<file path="src/rtl/core/lslf_pkg.sv">
// Shared types and constants for the least-squares line fit unit.
package lslf_pkg;

    localparam int MAX_SAMPLES = 4096;
    localparam int FRAC_BITS   = 16;
    localparam int CNT_W       = 13;
    localparam int SX_W        = 28;
    localparam int SXX_W       = 44;
    localparam int OUT_W       = 48;
    localparam int NUM_W       = 96;
    localparam int DIV_W       = 128;
    localparam int QCNT_W      = 7;
    localparam int MUL_W       = 44;

    typedef enum logic [1:0] {
        ST_OK       = 2'd0,
        ST_DEGEN    = 2'd1,
        ST_SAT      = 2'd2,
        ST_OVERRUN  = 2'd3
    } fit_status_t;

    typedef enum logic [3:0] {
        MSEL_N_SXX  = 4'd0,
        MSEL_SX_SX  = 4'd1,
        MSEL_N_SXY  = 4'd2,
        MSEL_SX_SY  = 4'd3,
        MSEL_SY_SXX = 4'd4,
        MSEL_SX_SXY = 4'd5
    } mul_sel_t;

    typedef struct packed {
        logic     accum;
        logic     clear;
        logic     mul_go;
        mul_sel_t mul_sel;
        logic     mul_sub;
        logic     mul_clr;
        logic     latch_den;
        logic     latch_num_s;
        logic     div_start;
        logic     div_sel_icpt;
        logic     latch_slope;
        logic     latch_icpt;
        logic     emit;
        logic     emit_zero;
    } dp_cmd_t;

    typedef struct packed {
        logic overrun;
        logic den_zero;
        logic mul_done;
        logic div_done;
    } dp_stat_t;

endpackage

</file>
<file path="src/rtl/core/lslf_datapath.sv">
// Datapath: accumulators, shift-add multiplier and restoring divider.
module lslf_datapath
    import lslf_pkg::*;
(
    input  logic                     clk,
    input  logic                     rst_n,
    input  logic signed [15:0]       x_value,
    input  logic signed [15:0]       y_value,
    input  dp_cmd_t                  cmd,
    output dp_stat_t                 stat,
    output logic signed [OUT_W-1:0]  slope,
    output logic signed [OUT_W-1:0]  intercept,
    output logic [1:0]               fit_status
);

    logic [CNT_W-1:0]        cnt_reg;
    logic signed [SX_W-1:0]  sx_reg, sy_reg;
    logic signed [SXX_W-1:0] sxx_reg, sxy_reg;
    logic                    ovr_reg;
    logic                    sat_reg;

    logic signed [31:0] xx, xy;
    assign xx = x_value * x_value;
    assign xy = x_value * y_value;

    always_ff @(posedge clk or negedge rst_n)
    begin
        if (!rst_n)
        begin
            cnt_reg <= '0;
            sx_reg  <= '0;
            sy_reg  <= '0;
            sxx_reg <= '0;
            sxy_reg <= '0;
            ovr_reg <= 1'b0;
        end
        else if (cmd.clear)
        begin
            cnt_reg <= '0;
            sx_reg  <= '0;
            sy_reg  <= '0;
            sxx_reg <= '0;
            sxy_reg <= '0;
            ovr_reg <= 1'b0;
        end
        else if (cmd.accum)
        begin
            if (cnt_reg < CNT_W'(MAX_SAMPLES))
            begin
                cnt_reg <= cnt_reg + 1'b1;
                sx_reg  <= sx_reg + SX_W'(x_value);
                sy_reg  <= sy_reg + SX_W'(y_value);
                sxx_reg <= sxx_reg + SXX_W'(xx);
                sxy_reg <= sxy_reg + SXX_W'(xy);
            end
            else
            begin
                ovr_reg <= 1'b1;
            end
        end
    end

    // Serial signed multiply: one bit of the magnitude of b per cycle.
    logic signed [MUL_W-1:0] ma, mb;
    always_comb
    begin
        unique case (cmd.mul_sel)
            MSEL_N_SXX:  begin ma = MUL_W'(signed'({1'b0, cnt_reg})); mb = MUL_W'(sxx_reg); end
            MSEL_SX_SX:  begin ma = MUL_W'(sx_reg);  mb = MUL_W'(sx_reg);  end
            MSEL_N_SXY:  begin ma = MUL_W'(signed'({1'b0, cnt_reg})); mb = MUL_W'(sxy_reg); end
            MSEL_SX_SY:  begin ma = MUL_W'(sx_reg);  mb = MUL_W'(sy_reg);  end
            MSEL_SY_SXX: begin ma = MUL_W'(sy_reg);  mb = MUL_W'(sxx_reg); end
            MSEL_SX_SXY: begin ma = MUL_W'(sx_reg);  mb = MUL_W'(sxy_reg); end
            default:     begin ma = '0; mb = '0; end
        endcase
    end

    logic signed [NUM_W-1:0] acc_reg, mcand_reg, term;
    logic [MUL_W-1:0]        mplier_reg;
    logic                    mneg_reg;
    logic [5:0]              mcnt_reg;
    logic                    mbusy_reg;
    logic signed [NUM_W-1:0] den_reg, nums_reg;

    assign term = mneg_reg ? -mcand_reg : mcand_reg;

    always_ff @(posedge clk or negedge rst_n)
    begin
        if (!rst_n)
        begin
            mbusy_reg <= 1'b0;
            mcnt_reg  <= '0;
        end
        else if (cmd.mul_go)
        begin
            mbusy_reg <= 1'b1;
            mcnt_reg  <= 6'(MUL_W);
        end
        else if (mbusy_reg)
        begin
            mcnt_reg <= mcnt_reg - 1'b1;
            if (mcnt_reg == 6'd1)
                mbusy_reg <= 1'b0;
        end
    end

    always_ff @(posedge clk)
    begin
        if (cmd.mul_clr)
            acc_reg <= '0;
        if (cmd.mul_go)
        begin
            mcand_reg  <= NUM_W'(ma);
            mplier_reg <= mb[MUL_W-1] ? MUL_W'(-mb) : mb;
            mneg_reg   <= cmd.mul_sub ^ mb[MUL_W-1];
        end
        else if (mbusy_reg)
        begin
            if (mplier_reg[0])
                acc_reg <= acc_reg + term;
            mcand_reg  <= mcand_reg <<< 1;
            mplier_reg <= mplier_reg >> 1;
        end
        if (cmd.latch_den)
            den_reg <= acc_reg;
        if (cmd.latch_num_s)
            nums_reg <= acc_reg;
    end

    assign stat.mul_done = mbusy_reg && (mcnt_reg == 6'd1);
    assign stat.den_zero = (den_reg == '0);
    assign stat.overrun  = ovr_reg;

    // Restoring divider, one quotient bit per cycle over magnitudes, with the dividend scaled by 2^F.
    logic signed [NUM_W-1:0] num_in;
    logic [DIV_W-1:0]        dvd_reg, dvs_reg, quo_reg;
    logic [DIV_W:0]          rem_reg, rem_sh, rem_sub;
    logic [QCNT_W:0]         dcnt_reg;
    logic                    dbusy_reg, dneg_reg;
    logic                    dfin_reg;
    logic [OUT_W-1:0]        qmag, lim, sat_val;
    logic                    qsat;

    assign num_in  = cmd.div_sel_icpt ? acc_reg : nums_reg;
    assign rem_sh  = {rem_reg[DIV_W-1:0], dvd_reg[DIV_W-1]};
    assign rem_sub = rem_sh - {1'b0, dvs_reg};

    always_ff @(posedge clk or negedge rst_n)
    begin
        if (!rst_n)
        begin
            dbusy_reg <= 1'b0;
            dcnt_reg  <= '0;
            dfin_reg  <= 1'b0;
        end
        else
        begin
            // quotient is complete in the cycle after the last shift
            dfin_reg <= dbusy_reg && (dcnt_reg == (QCNT_W+1)'(1));
            if (cmd.div_start)
            begin
                dbusy_reg <= 1'b1;
                dcnt_reg  <= (QCNT_W+1)'(DIV_W);
            end
            else if (dbusy_reg)
            begin
                dcnt_reg <= dcnt_reg - 1'b1;
                if (dcnt_reg == (QCNT_W+1)'(1))
                    dbusy_reg <= 1'b0;
            end
        end
    end

    always_ff @(posedge clk)
    begin
        if (cmd.div_start)
        begin
            dvd_reg  <= DIV_W'(num_in[NUM_W-1] ? -num_in : num_in) << FRAC_BITS;
            dvs_reg  <= DIV_W'(den_reg[NUM_W-1] ? -den_reg : den_reg);
            dneg_reg <= num_in[NUM_W-1] ^ den_reg[NUM_W-1];
            rem_reg  <= '0;
            quo_reg  <= '0;
        end
        else if (dbusy_reg)
        begin
            dvd_reg <= dvd_reg << 1;
            if (!rem_sub[DIV_W])
            begin
                rem_reg <= rem_sub;
                quo_reg <= {quo_reg[DIV_W-2:0], 1'b1};
            end
            else
            begin
                rem_reg <= rem_sh;
                quo_reg <= {quo_reg[DIV_W-2:0], 1'b0};
            end
        end
    end

    assign stat.div_done = dfin_reg;

    assign lim  = dneg_reg ? {1'b1, {(OUT_W-1){1'b0}}} : {1'b0, {(OUT_W-1){1'b1}}};
    assign qsat = (quo_reg[DIV_W-1:OUT_W] != '0) || (quo_reg[OUT_W-1:0] > lim);
    assign qmag = qsat ? lim : quo_reg[OUT_W-1:0];
    assign sat_val = dneg_reg ? -qmag : qmag;

    logic [OUT_W-1:0] slope_reg, icpt_reg;
    logic [1:0]       status_reg;
    logic             emit_reg;

    always_ff @(posedge clk)
    begin
        if (cmd.latch_slope)
        begin
            slope_reg <= sat_val;
            sat_reg   <= qsat;
        end
        if (cmd.latch_icpt)
        begin
            icpt_reg <= sat_val;
            sat_reg  <= sat_reg | qsat;
        end
    end

    always_ff @(posedge clk or negedge rst_n)
    begin
        if (!rst_n)
            emit_reg <= 1'b0;
        else
            emit_reg <= cmd.emit;
    end

    always_ff @(posedge clk)
    begin
        if (cmd.emit)
        begin
            if (cmd.emit_zero)
                status_reg <= ovr_reg ? ST_OVERRUN : ST_DEGEN;
            else
                status_reg <= sat_reg ? ST_SAT : ST_OK;
        end
    end

    logic zero_reg;
    always_ff @(posedge clk)
    begin
        if (cmd.emit)
            zero_reg <= cmd.emit_zero;
    end

    assign slope      = (emit_reg && !zero_reg) ? slope_reg : '0;
    assign intercept  = (emit_reg && !zero_reg) ? icpt_reg : '0;
    assign fit_status = emit_reg ? status_reg : ST_OK;

endmodule

</file>
<file path="src/rtl/core/lslf_ctrl.sv">
// Controller: sequences the solve after the last request.
module lslf_ctrl
    import lslf_pkg::*;
(
    input  logic     clk,
    input  logic     rst_n,
    input  logic     start,
    input  logic     last_sample,
    input  dp_stat_t stat,
    output dp_cmd_t  cmd,
    output logic     busy,
    output logic     done
);

    typedef enum logic [10:0] {
        S_IDLE   = 11'b00000000001,
        S_CHECK  = 11'b00000000010,
        S_M0     = 11'b00000000100,
        S_M1     = 11'b00000001000,
        S_DEN    = 11'b00000010000,
        S_M2     = 11'b00000100000,
        S_M3     = 11'b00001000000,
        S_DIVS   = 11'b00010000000,
        S_M4     = 11'b00100000000,
        S_DIVI   = 11'b01000000000,
        S_EMIT   = 11'b10000000000
    } state_t;

    state_t state_reg, state_next;
    logic   phase_reg, phase_next;
    logic   done_reg;

    always_ff @(posedge clk or negedge rst_n)
    begin
        if (!rst_n)
        begin
            state_reg <= S_IDLE;
            phase_reg <= 1'b0;
            done_reg  <= 1'b0;
        end
        else
        begin
            state_reg <= state_next;
            phase_reg <= phase_next;
            done_reg  <= cmd.emit;
        end
    end

    always_comb
    begin
        state_next = state_reg;
        phase_next = phase_reg;
        cmd        = '0;
        cmd.mul_sel = MSEL_N_SXX;
        unique case (state_reg)
            S_IDLE:
            begin
                if (start)
                begin
                    cmd.accum = 1'b1;
                    if (last_sample)
                        state_next = S_CHECK;
                end
            end
            S_CHECK:
            begin
                if (stat.overrun)
                begin
                    cmd.emit = 1'b1; cmd.emit_zero = 1'b1; state_next = S_EMIT;
                end
                else
                begin
                    cmd.mul_clr = 1'b1; cmd.mul_go = 1'b1; cmd.mul_sel = MSEL_N_SXX;
                    state_next = S_M0;
                end
            end
            S_M0:
            begin
                if (stat.mul_done)
                begin
                    cmd.mul_go = 1'b1; cmd.mul_sel = MSEL_SX_SX; cmd.mul_sub = 1'b1;
                    state_next = S_M1;
                end
            end
            S_M1:
            begin
                if (stat.mul_done)
                    state_next = S_DEN;
            end
            S_DEN:
            begin
                if (!phase_reg)
                begin
                    cmd.latch_den = 1'b1; phase_next = 1'b1;
                end
                else
                begin
                    phase_next = 1'b0;
                    if (stat.den_zero)
                    begin
                        cmd.emit = 1'b1; cmd.emit_zero = 1'b1; state_next = S_EMIT;
                    end
                    else
                    begin
                        cmd.mul_clr = 1'b1; cmd.mul_go = 1'b1; cmd.mul_sel = MSEL_N_SXY;
                        state_next = S_M2;
                    end
                end
            end
            S_M2:
            begin
                if (stat.mul_done)
                begin
                    cmd.mul_go = 1'b1; cmd.mul_sel = MSEL_SX_SY; cmd.mul_sub = 1'b1;
                    state_next = S_M3;
                end
            end
            S_M3:
            begin
                if (stat.mul_done)
                    state_next = S_DIVS;
            end
            S_DIVS:
            begin
                if (!phase_reg)
                begin
                    cmd.latch_num_s = 1'b1; phase_next = 1'b1;
                end
                else if (phase_reg && state_next == S_DIVS && !stat.div_done)
                begin
                    // start divider and mul for intercept together, in the same cycle
                    cmd.div_start = 1'b1;
                    cmd.mul_clr = 1'b1; cmd.mul_go = 1'b1; cmd.mul_sel = MSEL_SY_SXX;
                    phase_next = 1'b0;
                    state_next = S_M4;
                end
            end
            S_M4:
            begin
                // both intercept products finish well before the slope divide
                if (stat.mul_done && !phase_reg)
                begin
                    cmd.mul_go = 1'b1; cmd.mul_sel = MSEL_SX_SXY; cmd.mul_sub = 1'b1;
                    phase_next = 1'b1;
                end
                if (stat.div_done)
                begin
                    cmd.latch_slope = 1'b1;
                    phase_next = 1'b0;
                    state_next = S_DIVI;
                end
            end
            S_DIVI:
            begin
                if (!phase_reg)
                begin
                    cmd.div_start = 1'b1; cmd.div_sel_icpt = 1'b1; phase_next = 1'b1;
                end
                else if (stat.div_done)
                begin
                    cmd.latch_icpt = 1'b1;
                    phase_next = 1'b0;
                    state_next = S_EMIT;
                end
            end
            S_EMIT:
            begin
                if (!done_reg && !cmd.emit && !phase_reg)
                begin
                    cmd.emit = 1'b1; phase_next = 1'b1;
                end
                else
                begin
                    cmd.clear = 1'b1; phase_next = 1'b0; state_next = S_IDLE;
                end
            end
            default:
            begin
                state_next = S_IDLE;
            end
        endcase
    end

    assign busy = (state_reg != S_IDLE);
    assign done = done_reg;

endmodule

</file>
<file path="src/rtl/core/least_squares_line_fit_unit.sv">
// Top level of the least-squares line fit unit.
// A sample request is accepted while the unit is idle; non-last samples allow one request per cycle.
// A last sample runs four multiplies, then two divides with the intercept products
// overlapped with the slope divide; a zero denominator or an overrun skips the rest of
// the solve. busy drops in the cycle after result_valid.
// Asynchronous active-low reset clears the sums, counters and controller.
module least_squares_line_fit_unit
    import lslf_pkg::*;
(
    input  logic                     clk,
    input  logic                     rst_n,
    input  logic                     start,
    output logic                     busy,
    input  logic signed [15:0]       x_value,
    input  logic signed [15:0]       y_value,
    input  logic                     last_sample,
    output logic                     result_valid,
    output logic signed [OUT_W-1:0]  slope,
    output logic signed [OUT_W-1:0]  intercept,
    output logic [1:0]               fit_status
);

    dp_cmd_t  cmd;
    dp_stat_t stat;
    logic     ctrl_busy;

    lslf_ctrl u_ctrl (
        .clk         (clk),
        .rst_n       (rst_n),
        .start       (start),
        .last_sample (last_sample),
        .stat        (stat),
        .cmd         (cmd),
        .busy        (ctrl_busy),
        .done        (result_valid)
    );

    lslf_datapath u_dp (
        .clk        (clk),
        .rst_n      (rst_n),
        .x_value    (x_value),
        .y_value    (y_value),
        .cmd        (cmd),
        .stat       (stat),
        .slope      (slope),
        .intercept  (intercept),
        .fit_status (fit_status)
    );

    assign busy = ctrl_busy;

endmodule

</file>
<file path="config.mk">
export PLATFORM = sky130hd
export DESIGN_NAME = least_squares_line_fit_unit
export DESIGN_NICKNAME = d
export VERILOG_FILES = /design/src/rtl/core/lslf_pkg.sv /design/src/rtl/core/lslf_datapath.sv /design/src/rtl/core/lslf_ctrl.sv /design/src/rtl/core/least_squares_line_fit_unit.sv
export SDC_FILE = /design/constraint.sdc
export NUM_CORES = 2
export LEC_CHECK = 0
export BUFFER_PORTS_ARGS = -buffer_cell sky130_fd_sc_hd__buf_2
export CORE_UTILIZATION = 50
export CTS_BUF_LIST = sky130_fd_sc_hd__clkbuf_4
export DETAILED_ROUTE_END_ITERATION = 10
export GPL_TIMING_DRIVEN = 0
export HOLD_SLACK_MARGIN = 0.1
export PLACE_DENSITY = 0.77
export SLEW_MARGIN = 20
export SYNTH_ARGS = -nofsm -noshare
export SYNTH_HDL_FRONTEND = slang
export SYNTH_HIERARCHICAL = 1
export SYNTH_SLANG_ARGS = --single-unit
</file>
<file path="constraint.sdc">
create_clock -name clk -period 13.4 [get_ports clk]
set_clock_uncertainty 0.2 [all_clocks]
set_input_delay 2.01 -clock clk [delete_from_list [all_inputs] [get_ports clk]]
set_output_delay 2.01 -clock clk [all_outputs]
set_load 0.01 [all_outputs]
</file>
==> Word level (Yosys, flattened, before mapping) <==
Index checks and enable logic that the tools add are counted.
{ "classes": {"eq_ne": 34, "bitwise": 3, "mul": 2, "div": 0, "muxes": 117, "shifts": 0, "order_cmp": 2, "n_reduce_logical": 29, "add_sub_neg": 14} }
{ "ops": {"columns": ["operator", "count"], "rows": [
  ["$mux 96", 8],
  ["$mux 44", 9],
  ["$mux 128", 3],
  ["$mux 48", 5],
  ["$pmux 44 s4", 1],
  ["$mux 28", 6],
  ["$mux 11", 15],
  ["$pmux 44 s3", 1],
  ["$sub 129x128->129", 1],
  ["$neg 96->128", 1],
  ["$pmux 11 s11", 1],
  ["$mux 112", 1],
  ["$neg 96->112", 1],
  ["$add 96x96->96", 1],
  ["$logic_not 96->1", 1],
  ["$neg 96->96", 1],
  ["$mux 95", 1],
  ["$add 44x32->44", 2],
  ["$reduce_bool 80->1", 1],
  ["$mul 16x16->32", 2],
  ["$add 28x16->28", 2],
  ["$gt 48x48->1", 1],
  ["$neg 48->48", 1],
  ["$neg 44->44", 1],
  ["other kinds (46)", 134]
]} }
{ "word_totals": {"inputBits": 36, "output_inout_bits": 100, "elab_cells": 232, "ram_bits": 0, "rom_bits": 0, "n_memories": 0, "latch_bits": 0, "register_bits": 1214} }

==> Longest topological paths before layout <==
{ "depth": {"depth_word": 12, "ltp_mapped": 28} }

==> Cells and area by module <==
Netlist, hierarchy kept.
{ "modules_own_cells": {"columns": ["module", "seq_area_each_um2", "instances", "area_per_inst_um2", "cells_per_inst"], "rows": [
  ["lslf_datapath", 31660.4, 1, 98378.1, 10545],
  ["lslf_ctrl", 326.6, 1, 1096.1, 145]
]} }

==> Least setup slack after synthesis <==
Ideal clock, no wire load.
{ "synth_timing": {"path_kind": "reg-to-reg", "start": "register u_ctrl.state_reg[4]", "end": "register u_dp.dvd_reg[100] (enable)", "arrival_ns": 10.531, "required_ns": 12.734, "setup_slack_ns": 2.204, "path_stages_with_launch": 8, "path_buffers": 1, "period_less_slack_ns": 11.196, "path_cell_list": "dfrtp_1 or4_1 nor3_1 nand2_1 o22ai_1 clkbuf_1 nor2_1 inv_1"} }
{ "synth_lines": {"columns": ["element", "line", "source"], "rows": [
  ["start: declaration", "lslf_ctrl.sv:29", "state_t state_reg, state_next;"],
  ["start signal: assignment", "lslf_ctrl.sv:43", "state_reg <= state_next;"],
  ["end signal: assignment", "lslf_datapath.sv:178", "dvd_reg <= DIV_W'(num_in[NUM_W-1] ? -num_in : num_in) << FRAC_BITS;"],
  ["end signal: assignment", "lslf_datapath.sv:186", "dvd_reg <= dvd_reg << 1;"],
  ["end: declaration", "lslf_datapath.sv:136", "logic [DIV_W-1:0] dvd_reg, dvs_reg, quo_reg;"]
]} }

==> metrics.md <==
| Metric | Value |
|---|---|
| Run status | finished, final reports clean |
| Buffer count from post-CTS setup fixing | 0 |
| Die W | 448 um |
| GRT Util Overall | 0.318 |
| Synth warnings | 6 |
| Largest area contributor in the synthesized netlist | sky130_fd_sc_hd__edfxtp_1 |
| Most used flip-flop cell after synthesis | sky130_fd_sc_hd__edfxtp_1 |
| Initial core utilization | 0.504 |
| Unrepaired setup endpoints after global routing | false |
| Startpoint of the lowest-slack hold path | u_dp/rem_reg[26]$_SDFFE_PP0P_ |
| Crit path top cell by count | sky130_fd_sc_hd__buf_2 |
| Cell type of the slowest stage on the worst timing path | sky130_fd_sc_hd__nor3_1 |
| Total of max-cap violations | 0 |
| WS Path Type | flip-flop to flip-flop |
| Final Max Slew Viols | 0 |
| Fraction of layout instances using a drive strength above 1 | 0.0844 |
| Largest cells by area after synthesis | sky130_fd_sc_hd__edfxtp_1, sky130_fd_sc_hd__fa_1, sky130_fd_sc_hd__ha_1 |
| Crit path largest cell delay | 990 ps |
| Data required time at the worst endpoint | 14,310 ps |
| Post-synthesis instance total | 10,700 |
| Critical path startpoint category | flip-flop |
| First DRT Iteration DRCs | 7,141 |
| TritonCTS clock tree | done |
| Fin cells | 14,100 |
| Proportion of synthesized chip area in sequential cells | 0.322 |
| Maximum clock path buffer count | 4 |
| Die extent in y | 448 um |
| Number of clock buffers inserted by TritonCTS | 344 |
| Largest net degree at the start of global routing | 80 |
| Critical path fanouts, max | 10 |
| Layout Nets | 12,500 |
| Post_cts resized | 0 |
| Most used standard cell by instance count after synthesis | sky130_fd_sc_hd__inv_1 |
| Core Region | 197,000 um^2 |
| Post-synthesis sequential element count | 1,214 |
| Post-detailed-route count of antenna-violating nets | 0 |
| Cts-stage hold buffer count | 0 |
| Worst hold path endpoint | u_dp/rem_reg[27]$_SDFFE_PP0P_ |
| Fin crit share | 0.920 |
| Post-CTS clock slew at the launch and capture registers of the worst setup and hold paths | 70 ps |
| Via total after detailed routing | 83,500 |
| Number of enable-type register cells in the synthesized netlist | 673 |
| Wire length of the first global-routing pass | 491,000 um |
| Number of antenna violations at the first check in global routing | 17 |
| Average wire per standard cell | 22.7 um |
| Clock Sinks | 1,214 |
| Source of the worst register-to-register timing path | u_ctrl/state_reg[4]$_DFFE_PN0P_ |
| Total count of hold-check failures in the final report | 0 |
| Vias in the first global route | 84,200 |
| Row cnt | 163 |
| DRC errors left | 0 |
| Worst hold-check path type | flip-flop to flip-flop |
| Sort of element at the end of the critical path | flip-flop |
| Highest attainable clock frequency | 81.1 MHz |
| Arrival time at the worst endpoint | 13,240 ps |
| CP bufs+invs | 10 |
| Reg-to-reg setup timing slack | 1070 ps |
| Period minus WS final | 12,330 ps |
| Vias per inst | 5.90 |
| Worst-Skew Late Latency | 1410 ps |
| Number of H-tree levels | 5 |
| Critical Path Start | u_ctrl/state_reg[4]$_DFFE_PN0P_ |
| Number of detailed-routing iterations run before antenna repair | 7 |
| Clock root cell | sky130_fd_sc_hd__clkbuf_4 |
| Total wirelength of the detailed-routed design | 321,000 um |
| Utilization of the core after routing | 0.550 |
| Reg-to-reg critical path endpoint | u_dp/dvd_reg[100]$_DFFE_PP_ |
| Synth unique cells | 94 |
| Congestion Overflow GR | 0 |
| Worst Setup Slack, final | 1070 ps |
| Most common library cells after synthesis | sky130_fd_sc_hd__inv_1, sky130_fd_sc_hd__nand2_1, sky130_fd_sc_hd__nor2_1 |
| Area grow syn2layout | 9.12% |
| Fraction of synthesis flops using an asynchronous set or reset pin | 0.156 |
| Post-DP HPWL | 257,000 um |
| Count of cells along the worst register-to-register path | 27 |
| Die Area | 201,000 um^2 |
| Post-synthesis average cell area | 9.31 um^2 |
| Slew at the pin with the worst max-slew slack | 1220 ps |
| Weighted congestion at the end of routability-driven global placement | 1.03 |
| Total setup violations reported at the end of the flow | 0 |
| Netlist area before placement | 99,500 um^2 |
| Port Buffer Count | 135 |
| Cell depth of the worst min-delay path | 2 |
| IO Count | 136 |
| Total placed cells including tap cells | 13,500 |
| Crit-path leading delay family | simple AND/OR/NAND/NOR gates |
| Proportion of netlist area held by the largest area contributor | 0.203 |
| Worst setup slack before clock tree synthesis | 1210 ps |
| Remaining max-slew budget at the tightest pin | 0.187 |
[layer usage]
metal | share of wire | global-route usage | vias up
met4 | 0.066 | 0.190 | 14
met1 | 0.39 | 0.376 | 40700
met3 | 0.070 | 0.0560 | 991
met2 | 0.48 | 0.539 | 3508
met5 | 0.00027 | 0 | -
li1 | - | - | 38200
[worst max path at each step]
stage | to | slack, ps | depth (start not counted)
2_1_floorplan | u_dp/dvd_reg[100]$_DFFE_PP_ | 2200 | 7
3_3_place_gp | u_dp/dvd_reg[93]$_DFFE_PP_ | -2550 | 7
3_5_place_dp | u_dp/sxx_reg[36]$_DFFE_PN0P_ | 1210 | 27
4_1_cts | u_dp/dvd_reg[108]$_DFFE_PP_ | 1430 | 27
5_1_grt | u_dp/dvd_reg[104]$_DFFE_PP_ | 910 | 27
6_report | u_dp/dvd_reg[100]$_DFFE_PP_ | 1070 | 27
[through the flow]
stage | area [um^2] | setup TNS [ps] | hold slack (ps)
floorplan | 99600 | 0 | 243
global placement | 104000 | -459640 | 267
detailed placement | 104000 | 0 | 267
CTS | 109000 | 0 | 261
global route | 109000 | 0 | 290
finish | 109000 | 0 | 264
[cells by family (layout without fill, tap and decap cells)]
| kind of cell | count (synthesis) | after routing | synth area share |
|---|---|---|---|
| buffers and inverters | 1754 | 2519 | 0.0670 |
| xor gates and xnor gates | 703 | 703 | 0.0619 |
| AOI/OAI and AO/OA | 2366 | 2366 | 0.148 |
| adders and majority gates | 1264 | 1264 | 0.209 |
| and+or+nand+nor | 2924 | 2924 | 0.144 |
| other | 2 | 45 | 0.0000755 |
| DFF | 1214 | 1214 | 0.322 |
| muxes | 463 | 463 | 0.0482 |
[worst min-delay path: stages (launching register included)]
cell                       delay, ps
sky130_fd_sc_hd__dfxtp_1         320
sky130_fd_sc_hd__mux2i_1         130
sky130_fd_sc_hd__a211oi_1         90
[cell type report]
| class | count | area, um^2 |
|---|---|---|
| timing repair buffer | 166 | 1310 |
| clock inverter | 103 | 468 |
| fill | 17800 | 88900 |
| clock buffer | 496 | 3720 |
| inverter | 1230 | 4620 |
| sequential | 1214 | 32000 |
| tap | 2640 | 3300 |
| antenna | 12 | 30.0 |
| buffer | 524 | 2050 |
| multi-input combinational | 7753 | 61100 |
[layout by cell type, fill, tap and decap left out, types with 77 or more instances in the layout]
| cell | n |
|---|---|
| sky130_fd_sc_hd__and2_1 | 307 |
| sky130_fd_sc_hd__nor4_1 | 78 |
| sky130_fd_sc_hd__inv_1 | 1227 |
| sky130_fd_sc_hd__o21ai_0 | 595 |
| sky130_fd_sc_hd__nand3_1 | 164 |
| sky130_fd_sc_hd__clkbuf_4 | 496 |
| sky130_fd_sc_hd__mux2_2 | 132 |
| sky130_fd_sc_hd__dfxtp_1 | 352 |
| sky130_fd_sc_hd__a21oi_1 | 691 |
| sky130_fd_sc_hd__xor2_1 | 201 |
| sky130_fd_sc_hd__fa_1 | 663 |
| sky130_fd_sc_hd__xnor2_1 | 501 |
| sky130_fd_sc_hd__a21o_1 | 216 |
| sky130_fd_sc_hd__dfrtp_1 | 188 |
| sky130_fd_sc_hd__ha_1 | 599 |
| sky130_fd_sc_hd__o31ai_1 | 94 |
| sky130_fd_sc_hd__buf_2 | 165 |
| sky130_fd_sc_hd__edfxtp_1 | 673 |
| sky130_fd_sc_hd__a211oi_1 | 152 |
| sky130_fd_sc_hd__mux2i_1 | 331 |
| sky130_fd_sc_hd__o21bai_1 | 92 |
| sky130_fd_sc_hd__nand2_1 | 869 |
| sky130_fd_sc_hd__nand4_1 | 143 |
| sky130_fd_sc_hd__nor2_1 | 710 |
| sky130_fd_sc_hd__clkbuf_1 | 446 |
| sky130_fd_sc_hd__a31oi_1 | 77 |
| sky130_fd_sc_hd__nor3_1 | 167 |
| sky130_fd_sc_hd__nand2b_1 | 97 |
Power is left out: the tool's default activity adds up to more than one toggle a clock period on the data nets, which glitch-free logic cannot reach.
